[src/hw/rtl/gbt_pkg.sv]
`timescale 1ns / 1ps
`default_nettype none

package gbt_pkg;

    // default fixed point scale, fraction bits per degree
    localparam int ANGLE_FRAC_BITS_DEF = 20;

    // field widths
    localparam int LAT_W   = 28;
    localparam int LON_W   = 29;
    localparam int BOUND_W = 29;
    localparam int RECT_W  = 31;

    // tracked edges hold an input or a 1000 degree sentinel (up to 21 fraction bits)
    localparam int EDGE_W = 32;
    // room for edge differences and the 360 degree correction
    localparam int CALC_W = 34;

    // configuration register indexes
    localparam int CFG_IDX_W = 2;
    localparam logic [CFG_IDX_W-1:0] CFG_BOUND_LEFT   = 2'd0;
    localparam logic [CFG_IDX_W-1:0] CFG_BOUND_RIGHT  = 2'd1;
    localparam logic [CFG_IDX_W-1:0] CFG_BOUND_TOP    = 2'd2;
    localparam logic [CFG_IDX_W-1:0] CFG_BOUND_BOTTOM = 2'd3;

    // input word kinds
    localparam logic OP_ADD   = 1'b0;
    localparam logic OP_CLEAR = 1'b1;

    typedef struct packed {
        logic signed [EDGE_W-1:0] north;
        logic signed [EDGE_W-1:0] south;
        logic signed [EDGE_W-1:0] plain_west;
        logic signed [EDGE_W-1:0] plain_east;
        logic signed [EDGE_W-1:0] dateline_west;
        logic signed [EDGE_W-1:0] dateline_east;
    } edges_t;

    typedef struct packed {
        logic [RECT_W-1:0] left;
        logic [RECT_W-1:0] right;
        logic [RECT_W-1:0] top;
        logic [RECT_W-1:0] bottom;
        logic              explicit_used;
        logic              wraps;
    } rect_t;

endpackage

`default_nettype wire

[src/hw/rtl/gbt_edge_tracker.sv]
`timescale 1ns / 1ps
`default_nettype none

module gbt_edge_tracker #(
    parameter int ANGLE_FRAC_BITS = gbt_pkg::ANGLE_FRAC_BITS_DEF
) (
    input  wire                                clk,
    input  wire                                rst_n,
    input  wire                                upd,
    input  wire                                op,
    input  wire logic signed [gbt_pkg::LAT_W-1:0] latitude,
    input  wire logic signed [gbt_pkg::LON_W-1:0] longitude,
    output gbt_pkg::edges_t                    edges_next
);

    localparam longint ONE_DEG = longint'(1) << ANGLE_FRAC_BITS;
    localparam logic signed [gbt_pkg::EDGE_W-1:0] SENT_POS =
        gbt_pkg::EDGE_W'(1000 * ONE_DEG);
    localparam logic signed [gbt_pkg::EDGE_W-1:0] SENT_NEG =
        gbt_pkg::EDGE_W'(-1000 * ONE_DEG);

    gbt_pkg::edges_t edges_reg;
    gbt_pkg::edges_t edges_clear;
    logic signed [gbt_pkg::EDGE_W-1:0] lat_ext;
    logic signed [gbt_pkg::EDGE_W-1:0] lon_ext;

    // sentinel edges of an empty tracker
    always_comb
    begin
        edges_clear.north         = SENT_NEG;
        edges_clear.south         = SENT_POS;
        edges_clear.plain_west    = SENT_POS;
        edges_clear.plain_east    = SENT_NEG;
        edges_clear.dateline_west = SENT_POS;
        edges_clear.dateline_east = SENT_NEG;
    end

    assign lat_ext = gbt_pkg::EDGE_W'(latitude);
    assign lon_ext = gbt_pkg::EDGE_W'(longitude);

    // widen the edges with the point, or go back to sentinels on clear
    always_comb
    begin
        edges_next = edges_reg;
        if (op == gbt_pkg::OP_CLEAR)
        begin
            edges_next = edges_clear;
        end
        else
        begin
            if (lat_ext > edges_reg.north)
                edges_next.north = lat_ext;
            if (lat_ext < edges_reg.south)
                edges_next.south = lat_ext;
            if (lon_ext < edges_reg.plain_west)
                edges_next.plain_west = lon_ext;
            if (lon_ext > edges_reg.plain_east)
                edges_next.plain_east = lon_ext;
            // dateline pair: west takes eastern longitudes, east takes western ones
            if (lon_ext < edges_reg.dateline_west && lon_ext > 0)
                edges_next.dateline_west = lon_ext;
            if (lon_ext > edges_reg.dateline_east && lon_ext <= 0)
                edges_next.dateline_east = lon_ext;
        end
    end

    always_ff @(posedge clk or negedge rst_n)
    begin
        if (!rst_n)
        begin
            edges_reg <= edges_clear;
        end
        else if (upd)
        begin
            edges_reg <= edges_next;
        end
    end

endmodule

`default_nettype wire

[src/hw/rtl/gbt_rect_select.sv]
`timescale 1ns / 1ps
`default_nettype none

module gbt_rect_select #(
    parameter int ANGLE_FRAC_BITS = gbt_pkg::ANGLE_FRAC_BITS_DEF
) (
    input  wire gbt_pkg::edges_t                     edges,
    input  wire logic signed [gbt_pkg::BOUND_W-1:0]  bound_left,
    input  wire logic signed [gbt_pkg::BOUND_W-1:0]  bound_right,
    input  wire logic signed [gbt_pkg::BOUND_W-1:0]  bound_top,
    input  wire logic signed [gbt_pkg::BOUND_W-1:0]  bound_bottom,
    output gbt_pkg::rect_t                           rect
);

    localparam int W = gbt_pkg::CALC_W;
    localparam longint ONE_DEG = longint'(1) << ANGLE_FRAC_BITS;
    localparam logic signed [W-1:0] DEG_90  = W'(90 * ONE_DEG);
    localparam logic signed [W-1:0] DEG_180 = W'(180 * ONE_DEG);
    localparam logic signed [W-1:0] DEG_360 = W'(360 * ONE_DEG);

    logic signed [W-1:0] bl, br, bt, bb;
    logic signed [W-1:0] dw, de, pw, pe;
    logic signed [W-1:0] dl_span, pl_span;
    logic signed [W-1:0] l, r, t, b, r_adj;
    logic                bound_ok;

    assign bl = W'(bound_left);
    assign br = W'(bound_right);
    assign bt = W'(bound_top);
    assign bb = W'(bound_bottom);

    assign dw = W'(edges.dateline_west);
    assign de = W'(edges.dateline_east);
    assign pw = W'(edges.plain_west);
    assign pe = W'(edges.plain_east);

    // explicit bound validity checks
    always_comb
    begin
        bound_ok = 1'b1;
        if (br == bl || bb == bt)
            bound_ok = 1'b0;
        if (bb > DEG_90 || bb < -DEG_90 || bt > DEG_90 || bt < -DEG_90 || bb > bt)
            bound_ok = 1'b0;
        if (bl >= DEG_180 || bl <= -DEG_180 || br > DEG_180 || br < -DEG_180)
            bound_ok = 1'b0;
    end

    assign dl_span = dw - de;
    assign pl_span = pe - pw;

    // pick explicit bound or the narrower auto rectangle
    always_comb
    begin
        if (bound_ok)
        begin
            l = bl;
            r = br;
            t = bt;
            b = bb;
        end
        else
        begin
            t = W'(edges.north);
            b = W'(edges.south);
            if (dl_span < pl_span)
            begin
                l = dw;
                r = de;
            end
            else
            begin
                l = pw;
                r = pe;
            end
        end
    end

    // east edge left of west edge wraps by a full turn
    assign r_adj = (r < l) ? (r + DEG_360) : r;

    assign rect.left          = l[gbt_pkg::RECT_W-1:0];
    assign rect.right         = r_adj[gbt_pkg::RECT_W-1:0];
    assign rect.top           = t[gbt_pkg::RECT_W-1:0];
    assign rect.bottom        = b[gbt_pkg::RECT_W-1:0];
    assign rect.explicit_used = bound_ok;
    assign rect.wraps         = (r_adj > DEG_180);

endmodule

`default_nettype wire

[src/hw/rtl/geo_bounding_box_tracker.sv]
`timescale 1ns / 1ps
`default_nettype none

// Map point bounding box tracker.
// Slave stream: s_tdata carries a point (latitude, longitude), s_tuser the kind:
// add a point, or clear all tracked edges back to their sentinels.
// Master stream: one word per input word, the normalized display rectangle
// with flags for an explicit bound in use and an east edge past 180 degrees.
// The config port writes the explicit bound edges; write it only while idle.
// A word accepted from the slave side sits in the input register, moves into
// the result register once that register can take it, and shows on the master
// side from then on. Throughput: one word per cycle while the receiver does
// not stall; the edge compare and rectangle select sit in one
// register-to-register path, and edge state updates with the result.
// When the receiver stalls, the result register holds its word and the input
// register can still take one more word before s_tready drops.
// Reset clears the tracked edges to the +/-1000 degree sentinels, the bound
// registers to zero and both stream stages to empty.
module geo_bounding_box_tracker #(
    parameter int ANGLE_FRAC_BITS = gbt_pkg::ANGLE_FRAC_BITS_DEF
) (
    input  wire                              clk,
    input  wire                              rst_n,
    // config write port
    input  wire                              cfg_we,
    input  wire [gbt_pkg::CFG_IDX_W-1:0]     cfg_index,
    input  wire [gbt_pkg::BOUND_W-1:0]       cfg_wdata,
    // input stream
    input  wire                              s_tvalid,
    output logic                             s_tready,
    input  wire [63:0]                       s_tdata,  // latitude[27:0], longitude[56:28]
    input  wire [0:0]                        s_tuser,  // op[0]
    // output stream
    output logic                             m_tvalid,
    input  wire                              m_tready,
    // rect_left[30:0], rect_right[61:31], rect_top[92:62], rect_bottom[123:93]
    output logic [127:0]                     m_tdata,
    // explicit_bound_used[0], wraps_past_180[1]
    output logic [1:0]                       m_tuser
);

    localparam int LAT_W = gbt_pkg::LAT_W;
    localparam int LON_W = gbt_pkg::LON_W;

    logic signed [gbt_pkg::BOUND_W-1:0] bound_left_reg;
    logic signed [gbt_pkg::BOUND_W-1:0] bound_right_reg;
    logic signed [gbt_pkg::BOUND_W-1:0] bound_top_reg;
    logic signed [gbt_pkg::BOUND_W-1:0] bound_bottom_reg;

    logic                    in_valid_reg;
    logic                    op_reg;
    logic signed [LAT_W-1:0] lat_reg;
    logic signed [LON_W-1:0] lon_reg;

    logic                    out_valid_reg;
    gbt_pkg::rect_t          rect_reg;

    logic                    advance;
    logic                    upd;
    gbt_pkg::edges_t         edges_next;
    gbt_pkg::rect_t          rect_next;

    // config register writes
    always_ff @(posedge clk or negedge rst_n)
    begin
        if (!rst_n)
        begin
            bound_left_reg   <= '0;
            bound_right_reg  <= '0;
            bound_top_reg    <= '0;
            bound_bottom_reg <= '0;
        end
        else if (cfg_we)
        begin
            unique case (cfg_index)
                gbt_pkg::CFG_BOUND_LEFT:   bound_left_reg   <= cfg_wdata;
                gbt_pkg::CFG_BOUND_RIGHT:  bound_right_reg  <= cfg_wdata;
                gbt_pkg::CFG_BOUND_TOP:    bound_top_reg    <= cfg_wdata;
                gbt_pkg::CFG_BOUND_BOTTOM: bound_bottom_reg <= cfg_wdata;
                default:                   ;
            endcase
        end
    end

    // pipeline flow control
    assign advance  = !out_valid_reg || m_tready;
    assign upd      = in_valid_reg && advance;
    assign s_tready = !in_valid_reg || advance;

    // input register
    always_ff @(posedge clk or negedge rst_n)
    begin
        if (!rst_n)
        begin
            in_valid_reg <= 1'b0;
        end
        else if (s_tready)
        begin
            in_valid_reg <= s_tvalid;
        end
    end

    always_ff @(posedge clk)
    begin
        if (s_tready && s_tvalid)
        begin
            op_reg  <= s_tuser[0];
            lat_reg <= s_tdata[LAT_W-1:0];
            lon_reg <= s_tdata[LAT_W+LON_W-1:LAT_W];
        end
    end

    gbt_edge_tracker #(
        .ANGLE_FRAC_BITS(ANGLE_FRAC_BITS)
    ) u_tracker (
        .clk        (clk),
        .rst_n      (rst_n),
        .upd        (upd),
        .op         (op_reg),
        .latitude   (lat_reg),
        .longitude  (lon_reg),
        .edges_next (edges_next)
    );

    gbt_rect_select #(
        .ANGLE_FRAC_BITS(ANGLE_FRAC_BITS)
    ) u_select (
        .edges        (edges_next),
        .bound_left   (bound_left_reg),
        .bound_right  (bound_right_reg),
        .bound_top    (bound_top_reg),
        .bound_bottom (bound_bottom_reg),
        .rect         (rect_next)
    );

    // result register
    always_ff @(posedge clk or negedge rst_n)
    begin
        if (!rst_n)
        begin
            out_valid_reg <= 1'b0;
        end
        else if (advance)
        begin
            out_valid_reg <= in_valid_reg;
        end
    end

    always_ff @(posedge clk)
    begin
        if (upd)
        begin
            rect_reg <= rect_next;
        end
    end

    assign m_tvalid = out_valid_reg;
    assign m_tdata  = {4'b0000, rect_reg.bottom, rect_reg.top, rect_reg.right, rect_reg.left};
    assign m_tuser  = {rect_reg.wraps, rect_reg.explicit_used};

endmodule

`default_nettype wire
[config.mk]
export PLATFORM = sky130hd
export DESIGN_NAME = geo_bounding_box_tracker
export DESIGN_NICKNAME = d
export VERILOG_FILES = /design/src/hw/rtl/gbt_pkg.sv /design/src/hw/rtl/gbt_edge_tracker.sv /design/src/hw/rtl/gbt_rect_select.sv /design/src/hw/rtl/geo_bounding_box_tracker.sv
export SDC_FILE = /design/constraint.sdc
export NUM_CORES = 2
export LEC_CHECK = 0
export CORE_UTILIZATION = 35
export CTS_CLUSTER_DIAMETER = 80
export DETAILED_ROUTE_END_ITERATION = 10
export DONT_BUFFER_PORTS = 1
export PLACE_DENSITY_LB_ADDON = 0.2
export SETUP_SLACK_MARGIN = 0.02
export SYNTH_ARGS = -nofsm -noshare
export SYNTH_HDL_FRONTEND = slang
export SYNTH_HIERARCHICAL = 1
export SYNTH_SLANG_ARGS = --single-unit
[constraint.sdc]
create_clock -name clk -period 13.4 [get_ports clk]
set_input_delay 2.68 -clock clk [delete_from_list [all_inputs] [get_ports clk]]
set_output_delay 2.68 -clock clk [all_outputs]
set_load 0.02 [all_outputs]
### After elaboration in Yosys (flattened, before gate mapping)

Index checks and enable logic that the tools add are counted.

| operators by class | value |
|---|---|
| add/subtract/negate cells | 3 |
| $lt $le $gt $ge | 20 |
| equality and inequality tests | 5 |
| multiplexer cells | 17 |
| reductions and logical operators | 21 |

Operators by type and width:

| operator | count |
|---|---|
| 192-bit 2-to-1 mux | 1 |
| 32-bit 2-to-1 mux | 6 |
| 34-bit 2-to-1 mux | 5 |
| 34-bit less-than comparator | 2 |
| 32-bit by 32-bit subtractor with 33-bit output | 2 |
| 29-bit by 32-bit > comparator with 1-bit output | 2 |
| 29-bit by 32-bit less-than comparator with 1-bit output | 2 |
| 31-bit 2-to-1 mux | 2 |
| 29-bit == test | 2 |
| 29-bit by 28-bit > comparator with 1-bit output, second input constant | 2 |
| 29-bit by 28-bit less-than comparator with 1-bit output, second input constant | 2 |
| 34-bit by 30-bit adder with 34-bit output, second input constant | 1 |
| 34-bit by 29-bit > comparator with 1-bit output, second input constant | 1 |
| 28-bit by 32-bit > comparator with 1-bit output | 1 |
| 28-bit by 32-bit less-than comparator with 1-bit output | 1 |
| 29-bit greater-or-equal comparator, second input constant | 1 |
| 29-bit by 1-bit > comparator with 1-bit output, second input constant | 1 |
| 29-bit > comparator | 1 |
| 29-bit > comparator, second input constant | 1 |
| 29-bit by 1-bit <= comparator with 1-bit output, second input constant | 1 |
| 29-bit <= comparator, second input constant | 1 |
| 29-bit less-than comparator, second input constant | 1 |
| 1-bit logical OR | 10 |
| 2-bit AND reduction | 4 |
| other kinds (6) | 13 |

| storage, ports and cells | value |
|---|---|
| register bits | 494 |
| input port bits | 101 |
| output and inout port bits | 132 |
| logic and storage cells | 87 |

### Logic depth before layout (Yosys ltp)

| depth | value |
|---|---|
| word-level depth | 11 |
| depth in mapped cells | 56 |
| gate-level depth less buffers | 49 |

### By module

The synthesis kept the hierarchy.

By module, submodules not included:

| module | times used | cells an instance | area each (um^2) | sequential area each (um^2) |
|---|---|---|---|---|
| gbt_edge_tracker | 1 | 1840 | 15587.4 | 4842.1 |
| geo_bounding_box_tracker | 1 | 445 | 10146.0 | 8478.1 |
| gbt_rect_select | 1 | 1469 | 9155.0 | 0.0 |

### Worst setup path before layout

Ideal clock, no wire load.

| path | value |
|---|---|
| path kind | register -> register |
| from | register lon_reg[28] |
| to | register rect_reg (netlist bit m_tuser[1]) (data pin) |
| library setup time | 0.264 ns |
| arrival | 11.547 ns |
| data required time | 13.136 ns |
| slack | 1.589 ns |
| cell stages (with the launch flop) | 51 |
| buffers on the path | 5 |
| clock period less this slack | 11.811 ns |
| path through | edfxtp_1 > ha_1 > nand4_1 > or2_2 > or4_1 > a21oi_1 > o21ai_1 > o31ai_1 > buf_2 > buf_4 > mux2i_1 > nor2_1 > inv_1 > ha_1 > inv_1 > fa_1 > a21o_1 > a21oi_1 > [15 not listed] > a21oi_1 > nor2_1 > clkbuf_1 > clkbuf_1 > a21oi_1 > a21o_1 > ha_1 > a21o_1 > a21o_1 > a2111oi_0 > o21ai_0 > a21oi_1 > o221ai_1 > or4_1 > a32oi_1 > a311oi_1 > o21a_1 > o41a_1 |

RTL lines:

| what | line | text |
|---|---|---|
| start, declared | geo_bounding_box_tracker.sv:53 | `logic signed [LON_W-1:0] lon_reg;` |
| start signal, assigned | geo_bounding_box_tracker.sv:109 | `lon_reg <= s_tdata[LAT_W+LON_W-1:LAT_W];` |
| end signal, assigned | geo_bounding_box_tracker.sv:153 | `rect_reg <= rect_next;` |
| end, declared | geo_bounding_box_tracker.sv:56 | `gbt_pkg::rect_t rect_reg;` |

==> impl_metrics.yaml <==
route:
  drt-wirelength-per-cell_um: 24.4
  ant_nets: 0
  dr.pass1.iters: 6
  viasPerCell: 5.70
  totalWireLength_um: 124000
  drt_iter0_drc: 2720
  vias: 28900
  drc: 0
timing:
  setup_violations: 0
  clock_skew_ns: 0.0435
  grt_setup_unrepaired: "no"
  max_slew_margin: 0.247
  fin_setup_tns_ns: 0
  maxSlewViolCount: 0
  fin_ws_ns: 0.532
  fmax_mhz: 77.7
  tightest_slew_ns: 1.13
  min_period_over_period: 0.960
  hold_viol: 0
  period_minus_slack_ns: 12.87
placed_design:
  dpl_worst_slack_ns: 0.171
  gp_congestion: 0.909
  port_buffers: 0
  dpl.hpwl_um: 92900
  dp.cells: 4949
synth:
  syn-instance-count: 3751
  syn_avg_cell_area_um2: 9.30
  synth_warnings: 6
  synthesis.area_mm2: 0.0349
critical_path:
  cp-end-kind: "flip-flop"
  required_ns: 13.82
  worst_path_max_delay_cell: "or4b_1"
  critPathMaxStageDelay_ns: 0.64
  path_max_fanout: 11
  start_kind: "flip-flop"
  critPathKind: "reg -> reg"
  cp.arrival_ns: 13.28
min_path:
  hold_class: "reg -> reg"
layout:
  largest_reg_flops: 192
  utilization: 0.393
  layout.nets: 4184
  n_fill_cell: 9866
  multi_input_area_mm2: 0.0195
  fin_cells: 5077
  seq_area_mm2: 0.0133
  area_growth_pct: 11.1
  layout-drive-gt1-share: 0.113
grt:
  grt-ovfl-total: 0
  grt_max_degree: 311
  antenna_found_initial: 12
  grt_pass1_wl_um: 184000
  grt_pass1_vias: 27600
  track_usage: 0.240
clock_tree:
  root_buffer: "clkbuf_16"
  cts_tree: "done"
  cts_num_sinks: 494
  clk_latency_ns: 0.69
  cts.path.max_buffers: 3
  clk_pin_slew_ns: 0.06
  cts_max_level: 2
  ctsHoldBuffers: 0
  numCtsBuffers: 60
floorplanning:
  ios: 233
  die_area_mm2: 0.101
  die_x_um: 318
  fp.dieH_um: 318
  std_cell_rows: 115
  coreArea_mm2: 0.0986
  start_util: 0.354
pwr:
  p_total_mw: 11.8
  power_density_mw_per_mm2: 306
  leakagePower_nw: 17.1
  peakVddDrop_uv: 302
run:
  cap_violations: 0
status:
  status: "finished, final reports clean"
==> metal layers <==
layer  wire length (um)  vias to the layer above  GRT usage
met5                 55                        -          0
met1              57700                    14200      0.343
met4               3790                        8     0.0748
li1                   -                    13600          -
met3               7870                      181     0.0395
met2              54400                      927      0.369
==> final timing paths <==
kind                            cells past startpoint                                    to                            startpoint  slack [ns]
worst max-delay path                               48                  m_tuser[1]$_DFFE_PP_                 lon_reg[15]$_DFFE_PP_        0.53
worst min-delay path                                1  u_tracker/edges_reg[158]$_DFFE_PN0P_  u_tracker/edges_reg[158]$_DFFE_PN0P_        0.49
worst max register to register                     48                  m_tuser[1]$_DFFE_PP_                 lon_reg[15]$_DFFE_PP_        0.53
worst min register to register                      1  u_tracker/edges_reg[158]$_DFFE_PN0P_  u_tracker/edges_reg[158]$_DFFE_PN0P_        0.49
max in group asynchronous                           2  u_tracker/edges_reg[126]$_DFFE_PN0P_                                 rst_n        9.83
min in group asynchronous                           0      bound_bottom_reg[16]$_DFFE_PN0P_                                 rst_n        1.72
==> stage by stage <==
stage	cell area [um^2]	hold WS (ns)
after CTS	38500	0.494
after global routing	38700	0.499
after detailed placement	36500	0.481
final	38700	0.487
after floorplan	34900	0.449
after global placement	36500	0.475
==> cells in the final DEF (no fill, tap or decap), types with 78 or more instances in the layout <==
master and instances:
buf_4 102, nor2_1 316, ha_1 346, inv_1 361, nand3_1 112, mux2_2 78, mux2i_1 149, edfxtp_1 184
dfrtp_1 280, nand2_1 353, o21ai_0 179, a21oi_1 236
==> power breakdown <==
part | switching [mW] | internal [mW] | total (mW) | leakage, nW
Clock | 0.729 | 0.995 | 1.72 | 0.984
Combinational | 4.66 | 2.77 | 7.43 | 10.5
Sequential | 0.535 | 2.15 | 2.69 | 5.63
==> critical path: cells and delay by family, from the launching register on <==
kind	cells	cell delay, ns
DFF	1	0.46
and+or+nand+nor	12	3.41
AOI/OAI and AO/OA	24	5.63
adders and majority gates	5	1.62
buffers and inverters	4	0.62
muxes	3	0.80
==> area by class of cell <==
cell class                 instances  area share
antenna                            3    0.000194
clock buffer                      76      0.0415
clock inverter                    38      0.0117
inverter                         364      0.0353
multi-input combinational       2705       0.502
sequential                       494       0.344
tap                             1287      0.0416
timing repair buffer             110      0.0236
==> what timing repair did <==
action,in CTS,in global routing
endpoints found under the setup margin,0,9
setup buffers,0,7
gates resized for setup,0,24
Note: power is estimated with default switching activity, not from simulation.
